File: src/brle_pkg.sv
package brle_pkg;

  localparam int LEN_BITS = 8;
  localparam int CFG_BITS = 8;
  localparam int CFG_INDEX_BITS = 1;

  // configuration register indexes
  localparam logic [CFG_INDEX_BITS-1:0] REG_THRESHOLD = 1'd0;
  localparam logic [CFG_INDEX_BITS-1:0] REG_MAX_RUN   = 1'd1;

  localparam logic [CFG_BITS-1:0] THRESHOLD_RESET = 8'd128;
  localparam logic [CFG_BITS-1:0] MAX_RUN_RESET   = 8'd255;

  // one pixel's worth of output words, as decided by the front end
  typedef struct packed {
    logic [LEN_BITS-1:0] head_len;   // run closed by a color change or split
    logic [LEN_BITS-1:0] flush_len;  // open run flushed at row end
    logic                has_head;
    logic                has_zero;   // zero run of the other color after a split
    logic                has_flush;
  } brle_burst_t;

endpackage

File: src/brle_front.sv
module brle_front import brle_pkg::*; #(
  parameter int PIXEL_BITS = 8
) (
  input  logic                      clk,
  input  logic                      rst,
  input  logic                      cfg_we,
  input  logic [CFG_INDEX_BITS-1:0] cfg_index,
  input  logic [CFG_BITS-1:0]       cfg_data,
  input  logic                      accept,
  input  logic [7:0]                pixel,
  input  logic                      row_end,
  output logic                      burst_valid,
  output brle_burst_t               burst
);

  localparam int USED_BITS = (PIXEL_BITS < 8) ? PIXEL_BITS : 8;
  localparam logic [7:0] PIX_MASK = 8'((1 << USED_BITS) - 1);

  logic [CFG_BITS-1:0] threshold;
  logic [CFG_BITS-1:0] max_run;
  logic                run_color;
  logic [LEN_BITS-1:0] run_count;

  logic                run_color_next;
  logic [LEN_BITS-1:0] run_count_next;
  logic [LEN_BITS-1:0] limit;
  logic                bit_val;
  logic                changed;
  logic                split;
  logic [LEN_BITS-1:0] count_inc;

  always_comb begin
    limit     = (max_run == '0) ? LEN_BITS'(1) : max_run;
    bit_val   = ((pixel & PIX_MASK) > threshold);
    changed   = (bit_val != run_color);
    split     = !changed && (run_count >= limit);
    count_inc = run_count + LEN_BITS'(1);

    burst.head_len  = run_count;
    burst.has_head  = changed || split;
    burst.has_zero  = split;
    burst.has_flush = row_end;
    burst.flush_len = (changed || split) ? LEN_BITS'(1) : count_inc;
    burst_valid     = accept && (changed || split || row_end);

    if (row_end) begin
      run_color_next = 1'b1;
      run_count_next = '0;
    end else if (changed || split) begin
      run_color_next = bit_val;
      run_count_next = LEN_BITS'(1);
    end else begin
      run_color_next = run_color;
      run_count_next = count_inc;
    end
  end

  always_ff @(posedge clk) begin
    if (rst) begin
      threshold <= THRESHOLD_RESET;
      max_run   <= MAX_RUN_RESET;
      run_color <= 1'b1;
      run_count <= '0;
    end else begin
      if (cfg_we) begin
        unique case (cfg_index)
          REG_THRESHOLD: threshold <= cfg_data;
          REG_MAX_RUN:   max_run   <= cfg_data;
          default: ;
        endcase
      end
      if (accept) begin
        run_color <= run_color_next;
        run_count <= run_count_next;
      end
    end
  end

endmodule

File: src/brle_queue.sv
module brle_queue import brle_pkg::*; (
  input  logic        clk,
  input  logic        rst,
  input  logic        wr_en,
  input  brle_burst_t wr_data,
  output logic        full,
  input  logic        rd_en,
  output logic        rd_valid,
  output brle_burst_t rd_data
);

  brle_burst_t entries [2];
  logic        wr_ptr;
  logic        rd_ptr;
  logic [1:0]  count;

  assign full     = (count == 2'd2);
  assign rd_valid = (count != 2'd0);
  assign rd_data  = entries[rd_ptr];

  always_ff @(posedge clk) begin
    if (wr_en) begin
      entries[wr_ptr] <= wr_data;
    end
  end

  always_ff @(posedge clk) begin
    if (rst) begin
      wr_ptr <= 1'b0;
      rd_ptr <= 1'b0;
      count  <= 2'd0;
    end else begin
      if (wr_en) begin
        wr_ptr <= ~wr_ptr;
      end
      if (rd_en) begin
        rd_ptr <= ~rd_ptr;
      end
      case ({wr_en, rd_en})
        2'b10:   count <= count + 2'd1;
        2'b01:   count <= count - 2'd1;
        default: count <= count;
      endcase
    end
  end

endmodule

File: src/brle_back.sv
module brle_back import brle_pkg::*; (
  input  logic                clk,
  input  logic                rst,
  input  logic                burst_valid,
  input  brle_burst_t         burst,
  output logic                burst_pop,
  output logic                empty,
  input  logic                pop,
  output logic [LEN_BITS-1:0] run_length,
  output logic                row_done,
  output logic                burst_last
);

  // words of the current burst already sent: head, zero, flush
  logic [2:0]          sent;
  logic [2:0]          pending;
  logic [2:0]          pick;
  logic [2:0]          rest;
  logic                load;
  logic                out_valid;
  logic [LEN_BITS-1:0] len_sel;

  always_comb begin
    pending = {burst.has_flush, burst.has_zero, burst.has_head} & ~sent;
    pick    = pending & (~pending + 3'd1);   // lowest pending word
    rest    = pending & ~pick;
    load    = burst_valid && (!out_valid || pop);
    burst_pop = load && (rest == 3'b000);
    case (pick)
      3'b001:  len_sel = burst.head_len;
      3'b010:  len_sel = '0;
      default: len_sel = burst.flush_len;
    endcase
  end

  assign empty = !out_valid;

  always_ff @(posedge clk) begin
    if (load) begin
      run_length <= len_sel;
      row_done   <= pick[2];
      burst_last <= (rest == 3'b000);
    end
  end

  always_ff @(posedge clk) begin
    if (rst) begin
      sent      <= 3'b000;
      out_valid <= 1'b0;
    end else begin
      if (load) begin
        out_valid <= 1'b1;
      end else if (pop) begin
        out_valid <= 1'b0;
      end
      if (load) begin
        sent <= (rest == 3'b000) ? 3'b000 : (sent | pick);
      end
    end
  end

endmodule

File: src/bilevel_run_length_encoder.sv
// Bilevel run-length encoder. Each pushed word is one gray pixel plus a
// row_end flag; the pixel is compared against threshold (strictly greater
// gives color 1) and runs of equal color come out as alternating lengths,
// each row starting with color 1, so a row opening on color 0 first gives
// a zero-length run. A run that has reached max_run (0 acts as 1) is
// closed when another pixel of its color arrives, followed by a zero run
// of the other color. At row_end the open run is flushed with row_done set.
// A pixel yields zero to three result words; burst_last marks the last one
// that a pixel produced. Pixels with no result produce nothing.
// Rate: a pixel is taken every cycle as long as results are popped; a
// pixel with k results holds the output side until its k words are popped,
// and the two-entry burst queue between the classifier and the output
// sequencer absorbs that, so push only stalls when bursts arrive faster
// than one word per cycle drains. The first result word of a pixel passes
// through the burst queue and then the output register to the result ports.
// Configuration writes (threshold, max_run) take effect at the next edge
// and should be made with the block idle.
module bilevel_run_length_encoder import brle_pkg::*; #(
  parameter int PIXEL_BITS = 8
) (
  input  logic                      clk,
  input  logic                      rst,
  // configuration
  input  logic                      cfg_we,
  input  logic [CFG_INDEX_BITS-1:0] cfg_index,
  input  logic [CFG_BITS-1:0]       cfg_data,
  // pixel side
  input  logic                      push,
  output logic                      full,
  input  logic [7:0]                pixel,
  input  logic                      row_end,
  // result side
  output logic                      empty,
  input  logic                      pop,
  output logic [LEN_BITS-1:0]       run_length,
  output logic                      row_done,
  output logic                      burst_last
);

  logic        accept;
  logic        fe_valid;
  brle_burst_t fe_burst;
  logic        q_valid;
  brle_burst_t q_burst;
  logic        q_pop;

  // a pushed pixel is taken whenever the burst queue has room
  assign accept = push && !full;

  // front end: thresholding, run tracking, burst classification
  brle_front #(
    .PIXEL_BITS(PIXEL_BITS)
  ) u_front (
    .clk        (clk),
    .rst        (rst),
    .cfg_we     (cfg_we),
    .cfg_index  (cfg_index),
    .cfg_data   (cfg_data),
    .accept     (accept),
    .pixel      (pixel),
    .row_end    (row_end),
    .burst_valid(fe_valid),
    .burst      (fe_burst)
  );

  // decouples pixel intake from word-by-word output
  brle_queue u_queue (
    .clk     (clk),
    .rst     (rst),
    .wr_en   (fe_valid),
    .wr_data (fe_burst),
    .full    (full),
    .rd_en   (q_pop),
    .rd_valid(q_valid),
    .rd_data (q_burst)
  );

  // back end: expands each burst into words in the output register
  brle_back u_back (
    .clk        (clk),
    .rst        (rst),
    .burst_valid(q_valid),
    .burst      (q_burst),
    .burst_pop  (q_pop),
    .empty      (empty),
    .pop        (pop),
    .run_length (run_length),
    .row_done   (row_done),
    .burst_last (burst_last)
  );

endmodule
File: config.mk
export PLATFORM = sky130hd
export DESIGN_NAME = bilevel_run_length_encoder
export DESIGN_NICKNAME = d
export VERILOG_FILES = /design/src/brle_pkg.sv /design/src/brle_front.sv /design/src/brle_queue.sv /design/src/brle_back.sv /design/src/bilevel_run_length_encoder.sv
export SDC_FILE = /design/constraint.sdc
export NUM_CORES = 1
export LEC_CHECK = 0
export BUFFER_PORTS_ARGS = -buffer_cell sky130_fd_sc_hd__buf_2
export CORE_AREA = 2 2 93 95
export DETAILED_ROUTE_END_ITERATION = 8
export DIE_AREA = 0 0 95 97
export PLACE_DENSITY = 0.68
export SYNTH_ARGS = -nofsm -noshare
export SYNTH_HDL_FRONTEND = slang
export SYNTH_HIERARCHICAL = 1
export SYNTH_SLANG_ARGS = --single-unit
File: constraint.sdc
create_clock -name clk -period 3.25 [get_ports clk]
set_clock_uncertainty 0.15 [all_clocks]
set_input_delay 0.1625 -clock clk [delete_from_list [all_inputs] [get_ports clk]]
set_output_delay 0.1625 -clock clk [all_outputs]
set_load 0.02 [all_outputs]
After elaboration in Yosys (flattened, before gate mapping):

Memories as Yosys holds them, arrays and structs flattened. A register that Yosys moved wholly into a read port is not among the register bits.
Index checks and enable logic that the tools add are counted.

* logic and storage cells: 69
* memories: 1
* bits in registers: 43
* RAM bits: 38

* mux-type cells: 14
* order comparisons: 2
* eq/ne operators: 6
* reduce and logical (&&, ||, !) cells: 20
* add/subtract/negate cells: 4
* bitwise operators: 10

Memory list
* u_queue.entries: depth 2, width 19, read ports 1, clocked after memory_dff 1, write ports 1, line brle_queue.sv:12 `brle_burst_t entries [2];`

Operator list (number)
* two-way mux 8 bit: 3
* case mux 8 bit (2 select lines): 1
* AND 3 bit: 3
* inverter 3 bit: 3
* adder 8 x 1 -> 8 bit, second input constant: 1
* greater-or-equal comparator 8 bit: 1
* > comparator 8 bit: 1
* logical NOT 8 bit: 1
* two-way mux 1 bit: 8
* nonzero test 2 bit: 4
* AND reduction 2 bit: 3
* logical AND 1 bit: 5
* equality test 2 bit, second input constant: 2
* case mux 2 bit (2 select lines): 1
* adder 3 x 1 -> 3 bit, second input constant: 1
* equality test 3 x 1 -> 1 bit, second input constant: 1
* equality test 3 x 2 -> 1 bit, second input constant: 1
* logical NOT 1 bit: 3
* logical NOT 3 bit: 1
* logical OR 1 bit: 3
* two-way mux 3 bit: 1
* inverter 1 bit: 3
* OR 3 bit: 1
* adder 2 x 1 -> 2 bit, second input constant: 1
* other kinds (3): 3

Depth between registers and ports, before layout:

Gate-level depths: netlist of the first run.

* word-level depth: 11
* gate-level depth with buffers: 15
* depth with buffers taken out: 14

Modules after synthesis:

The synthesis of the first run kept the hierarchy.

Modules (own cells, without submodules)
* brle_front: area an instance 1622.8 um^2, times used 1, cells an instance 192, sequential area each 500.5 um^2
* brle_queue: area an instance 1575.3 um^2, times used 1, cells an instance 81, sequential area each 1241.2 um^2
* brle_back: area an instance 626.9 um^2, times used 1, cells an instance 49, sequential area each 380.4 um^2
* bilevel_run_length_encoder: area an instance 13.8 um^2, times used 1, cells an instance 1, sequential area each 0.0 um^2

Worst setup path before layout of the first run:

OpenSTA, ideal clock, no wires.

* path type: reg2reg
* start point: register u_front.max_run[4]
* end point: memory u_queue/entries[0][0] (netlist bit), enable pin
* path buffers: 1
* stages on the path, launching flop included: 13
* arrival: 3.021 ns
* library setup time: 0.395 ns
* data required time: 2.705 ns
* path slack: -0.316 ns
* cell sequence: dfxtp_1 > nor4_1 > a41o_1 > ha_1 > nand2b_1 > a31oi_1 > nor4_1 > a2111oi_4 > nand3b_4 > buf_1 > o21a_1 > inv_1 > nor2_1

RTL lines
* start: declaration: line brle_front.sv:20 `logic [CFG_BITS-1:0] max_run;`
* start signal: assignment: line brle_front.sv:68 `REG_MAX_RUN: max_run <= cfg_data;`
* end: declaration: line brle_queue.sv:12

==> run metrics, run 1 <==
status=completed; final wirelength=6.88 mm; antenna cell count=0; root buf cell=clkbuf_8; clock sink count=82; CP arrival=3.26 ns; WL/cell=~14 um; Area Overhead vs Synth=16.8%; routed via count=between 2000 and 3000; # IOs=35; final total power=3.16 mW; fin nets=413; max-cap viol count=0; final setup fails=0; f_max=roughly 320 MHz; Reg clk slew, reported paths=0.09 ns; Residual DRC=0; Max H-tree Level=3; worst rel slew slack=45.2%; most frequent cells in the layout=edfxtp_1 (48), buf_2 (34), dfxtp_1 (32); Yosys Warn Count=6; PD cells=705 mW/mm2; WP data required=3.37 ns; number of synthesized flops with an enable pin=48; CP Capture Type=flop; mapped cell area=0.00384 mm2; crit-path cells=nor4_4, a41o_1, ha_1, nand2b_1, a31oi_1, nor4_1, buf_4, a2111oi_4, nand3b_4, o21a_1, inv_2, ha_4, or3_1, a21oi_1; Via-to-Cell Ratio=5.21; Initial Util=47.2%; largest net degree at the start of global routing=38; Setup CP Type=flop to flop; Startpoint Class=flop; Mapped Nets=between 300 and 400; Final Cycle Share=between 90 and 100%; #FFs+latches synth=82; GPL Wtd Cong=0.824; final instance area=0.00448 mm2; CP max-delay cell=dfxtp_2; max incr delay on CP=~0.35 ns; Pre-Repair DR Iteration Count=4; Site Rows=33; Tightest Hold Check Type=input port to flop; CTS tree=yes; Synth Flop Type=edfxtp_1; Post-DP HPWL=4.62 mm; Hold Violations, Final=0; Tot GR Track Use=16.2%; Slew Limit Fails=0; Synth cell types=47; Placed Instance Area=0.00413 mm2; Avg Cell Area, Syn=roughly 12 um2; leak pwr=1.85 nW; first-pass GRT wire length=between 10 and 15 mm; Synth Instances=323; most common cell after layout, fill and taps aside=edfxtp_1; Slew @ Worst Pin=just over 0.8 ns; Congestion Overflow GR=0; Core Area=0.00813 mm2; Routed Antenna Nets=0; die height=97 um; crit-path max FO=3; Die Wd=approximately 95 um; Starting DRT DRC Count=108; min cycle time layout=roughly 3.1 ns; share of cells above drive strength 1=between 20% and 30%; vias in the first global route=2443; CTS Buf Count=9; die area=0.00922 mm2; FFs w/ async S/R, synth=0%; Clock Tree Buf Depth=2; antenna violations before repair=0; RSZ-0062 raised after global routing=true; sequential cell area fraction in the yosys report=55.3%; Post-Route Utilization=between 50% and 60%; Worst VDD drop=305 uV; Clk Latency, worst-skew pair=0.34 ns; IO Port Bufs=34
-- state kept, by name (all words and copies together) (netlist names), named ones only --
name and cells:
u_back/sent 3, u_front/run_count 8, u_back/run_length 8, u_queue/count 2
u_back/out_valid 1, u_front/run_color 1, u_queue/entries 38, u_back/row_done 1
u_back/burst_last 1, u_queue/rd_ptr 1, u_front/max_run 8, u_queue/wr_ptr 1
u_front/threshold 8
-- repair_timing --
item                                   4_1_cts  5_1_grt
resized for setup                            4        3
setup endpoints to repair                    1       20
hold buffers                                 9        0
pin swaps                                    4        3
endpoints found under the hold margin       12        0
setup buffers                                3        1
-- Yosys cell counts, types with 4 or more instances --
cell | n | area (um2)
nand2_1 | 19 | 71.3
xnor2_1 | 7 | 61.3
mux2_2 | 19 | 214
a21oi_1 | 18 | 90.1
edfxtp_1 | 48 | 1440
inv_1 | 23 | 86.3
nor2b_1 | 8 | 50.1
nand2b_1 | 7 | 43.8
nor2_1 | 21 | 78.8
and3_1 | 12 | 75.1
dfxtp_1 | 34 | 681
a22o_1 | 14 | 123
clkbuf_1 | 6 | 22.5
buf_4 | 4 | 30.0
ha_1 | 18 | 225
a211o_1 | 11 | 96.3
o41ai_1 | 6 | 52.6
-- layer usage --
layer | global-route usage (%) | part of all wire [%] | vias to the layer above
met5 | 0 | 0 | -
met4 | 5.69 | 1.1 | 0
met3 | 4.13 | 4.0 | 8
met2 | 25.3 | 47 | 58
met1 | 21.7 | 48 | 1167
li1 | - | - | 1278
-- worst max-delay path, delay by kind of cell (launching register included) --
kind                     cells  cell delay [ns]
AO/OA/AOI/OAI                5             0.96
buffers and inverters        2             0.24
flip-flops                   1             0.35
AND/OR/NAND/NOR              5             0.93
adder cells (fa/ha/maj)      2             0.43
-- report_power, final --
group / switching (mW) / internal [mW] / leakage (nW)
sequential: 0.0697 / 1.35 / 0.737
clock: 0.381 / 0.367 / 0.0997
combinational: 0.558 / 0.439 / 1.01
-- final cells by class --
| type | instances | area (um2) |
|---|---|---|
| Clock buffer | 10 | 128 |
| Clock inverter | 6 | 72.6 |
| Fill cell | 673 | 3650 |
| Inverter | 23 | 86.3 |
| Multi-Input combinational cell | 203 | 1590 |
| Sequential cell | 82 | 2120 |
| Tap cell | 105 | 131 |
| Timing Repair Buffer | 53 | 348 |
-- worst paths after layout --
kind | start | endpoint | slack (ns) | cells past startpoint
max | u_front/max_run[5] | u_queue/count[1] | 0.11 | 14
min reg2reg | u_front/threshold[2] | u_front/threshold[2] | 0.31 | 2
max reg2reg | u_front/max_run[5] | u_queue/count[1] | 0.11 | 14
min | row_end | u_queue/entries[0][0] | 0.05 | 1
-- per-stage QoR --
step                      instances  hold WS, ns  setup WS, ns  setup TNS, ns
after floorplan                 323       0.0816        0.0144              0
after global placement          453        0.231        0.0311              0
after detailed placement        453        0.241       -0.0220        -0.0220
after CTS                       481       0.0197        0.0148              0
after global routing            482       0.0383       -0.0464        -0.0464
final                           482       0.0532         0.111              0
-- cells by family (layout without fill, tap and decap cells) --
logic type	count (synthesis)	after routing	share of synthesized area, %
and+or+nand+nor	91	91	13.8
DFF	82	82	55.3
AOI/OAI and AO/OA	65	65	13.0
buffers and inverters	38	92	4.17
muxes	19	19	5.57
adders and majority gates	18	18	5.87
xor gates and xnor gates	10	10	2.28
No activity file was read; power rests on OpenSTA's default activity.
==> inputs of run 2 (changes only) <==
--- a/config.mk
+++ b/config.mk
@@ -10,6 +10,8 @@
 export DETAILED_ROUTE_END_ITERATION = 8
 export DIE_AREA = 0 0 95 97
 export PLACE_DENSITY = 0.68
+export RECOVER_POWER = 25
+export REMOVE_ABC_BUFFERS = 1
 export SYNTH_ARGS = -nofsm -noshare
 export SYNTH_HDL_FRONTEND = slang
 export SYNTH_HIERARCHICAL = 1
==> run metrics, run 2 (same netlist as run 1, synthesis figures left out) <==
Pre-Repair DR Iteration Count=4 (unchanged); Final Cycle Share=96.0% (-0.62 points); Tot GR Track Use=16.0% (-0.18 points); WP data required=3.37 ns (about the same); crit path buf inv count=2 (unchanged); worst rel slew slack=45.7% (+0.46 points); Clk pwr share=27.5% (+3.8 points); Clock Tree Buf Depth=2 (unchanged); min cycle time layout=3.12 ns (-0.0201 ns); f_max=321 MHz (+0.64%); root buf cell=clkbuf_8; worst r2r src=u_front/max_run[4]; Max H-tree Level=3 (unchanged); antenna cell count=0 (unchanged); largest net degree at the start of global routing=38 (unchanged); CP Capture Type=flop; clock sink count=82 (unchanged); Post-DP HPWL=4.67 mm (+1.1%); share of cells above drive strength 1=21.5% (-3.7 points); Biggest register=u_queue/entries; postcts setup bufs=0 (-3); Site Rows=33 (unchanged); IO Port Bufs=34 (unchanged); Register-to-Register Path Depth=14 (unchanged); crit-path max FO=3 (unchanged); max incr delay on CP=0.34 ns (about the same); die height=97 um (unchanged); status=completed; HP Start=push; Slew @ Worst Pin=0.812 ns (-0.00694 ns); final total power=3.31 mW (+4.6%); Residual DRC=0 (unchanged); GPL Wtd Cong=0.770 (-6.5%); most frequent cells in the layout=edfxtp_1 (48), dfxtp_1 (33), buf_2 (25); WL/cell=14.3 um (about the same); Slew Limit Fails=0 (unchanged); Initial Util=47.2% (unchanged); CP delay by family, top=compound AO/OA/AOI/OAI gates; die area=0.00922 mm2 (unchanged); Tightest Hold Check Type=input port to flop; CP max-delay cell=dfxtp_2; vias in the first global route=2499 (+2.3%); switch share=29.7% (-2.2 points); Setup TNS Final=0 ns (unchanged); first-pass GRT wire length=11.5 mm (-0.77%); antenna violations before repair=0 (unchanged); Hold Violations, Final=0 (unchanged); routed via count=2511 (unchanged); Congestion Overflow GR=0 (unchanged); crit-path cells=nor4_2, a41o_1, ha_1, nand2b_1, a31oi_1, nor4_1, buf_4, a2111oi_4, nand3b_4, o21a_4, inv_2, ha_4, or3_1, a21oi_1; hold depth=4 (+3); Placed Instance Area=0.00410 mm2 (-0.67%); final setup fails=0 (unchanged); CP arrival=3.24 ns (-0.02 ns); leak pwr=1.82 nW (-1.7%); combinational share of power=29.7% (-1.9 points); Worst VDD drop=328 uV (+7.5%); Internal=2.32 mW (+7.9%); Largest register FFs=38 (unchanged); Fillers=671 (-0.30%); Startpoint Class=flop; fin nets=408 (-1.2%); Reg2Reg Setup Slack=0.13 ns (+0.02 ns); Clk Latency, worst-skew pair=0.35 ns (about the same); final instance area=0.00447 mm2 (-0.39%); Starting DRT DRC Count=111 (+2.8%); Setup CP Type=flop to flop; max-cap viol count=0 (unchanged); Area Overhead vs Synth=16.3%; Via-to-Cell Ratio=5.26 (+1.0%); final wirelength=6.81 mm (-1.0%); FF-to-FF End=u_queue/count[1]; Reg power frac=42.7% (-2.1 points); Die Wd=95 um (unchanged); Core Area=0.00813 mm2 (unchanged); # IOs=35 (unchanged); most common cell after layout, fill and taps aside=edfxtp_1; P_sw=983 uW (-2.5%); Routed Antenna Nets=0 (unchanged); CTS Buf Count=9 (unchanged); Hold Path End=u_front/run_count[0]; PD cells=740 mW/mm2 (+5.0%); Reg clk slew, reported paths=0.08 ns (about the same); CTS tree=yes
==> run 2: repair_timing <==
item,in CTS,in global routing
endpoints found under the setup margin,0,20
hold buffers,9,0
gates resized for setup,0,6
endpoints found under the hold margin,10,0
==> run 2: worst max-delay path by stage <==
stage / from / end / depth (start not counted)
finish: u_front/max_run[4] / u_queue/count[1] / 14
global route: u_front/max_run[4] / u_queue/count[1] / 14
CTS: u_front/max_run[4] / u_queue/count[1] / 14
detailed placement: u_front/max_run[4] / u_queue/count[1] / 14
global placement: u_front/max_run[4] / u_queue/count[1] / 14
floorplan: u_front/max_run[4] / u_queue/entries[0][0] / 11
==> run 2: layout make-up <==
type,count,area (um2),area share (%)
inverter,23,86.3,1.93
clock inverter,4,98.8,2.21
timing repair buffer,48,287,6.42
sequential,82,2120,47.5
clock buffer,12,155,3.47
multi-input combinational,203,1580,35.5
tap,105,131,2.94
==> run 2: per-layer routing <==
metal / part of all wire [%] / routed length [um] / vias up / GRT usage, %
met1: 46 / 3120 / 1193 / 19.8
li1: - / - / 1263 / -
met2: 49 / 3330 / 44 / 26.5
met4: 2.1 / 141 / 0 / 6.13
met5: 0 / 0 / - / 0
met3: 3.2 / 220 / 11 / 4.13
==> run 2: metrics by stage <==
stage | setup slack, ns | hold slack, ns | cells | util [%]
2_1_floorplan | -0.0608 | 0.0816 | 308 | -
3_3_place_gp | 0.0822 | 0.236 | 452 | 50.5
3_5_place_dp | 0.0317 | 0.231 | 452 | 50.5
4_1_cts | 0.00865 | 0.0428 | 477 | 54.7
5_1_grt | -0.0113 | 0.111 | 477 | 54.9
6_report | 0.131 | 0.106 | 477 | 54.9
==> run 2: worst reg2reg max path: cells and delay by family (launching register included) <==
| family | cells | cell delay [ns] |
|---|---|---|
| adder cells (fa/ha/maj) | 2 | 0.42 |
| AO/OA/AOI/OAI | 5 | 0.98 |
| AND/OR/NAND/NOR | 5 | 0.96 |
| buffers and inverters | 2 | 0.21 |
| flip-flops | 1 | 0.34 |
==> run 2: power by group through the flow <==
stage	Combinational, mW	Clock (mW)	Sequential [mW]
finish	0.983	0.910	1.41
global route	1.08	0.973	1.43
CTS	0.971	0.927	1.41
detailed placement	0.958	0	1.44
global placement	0.933	0	1.43
floorplan	0.570	0	1.54
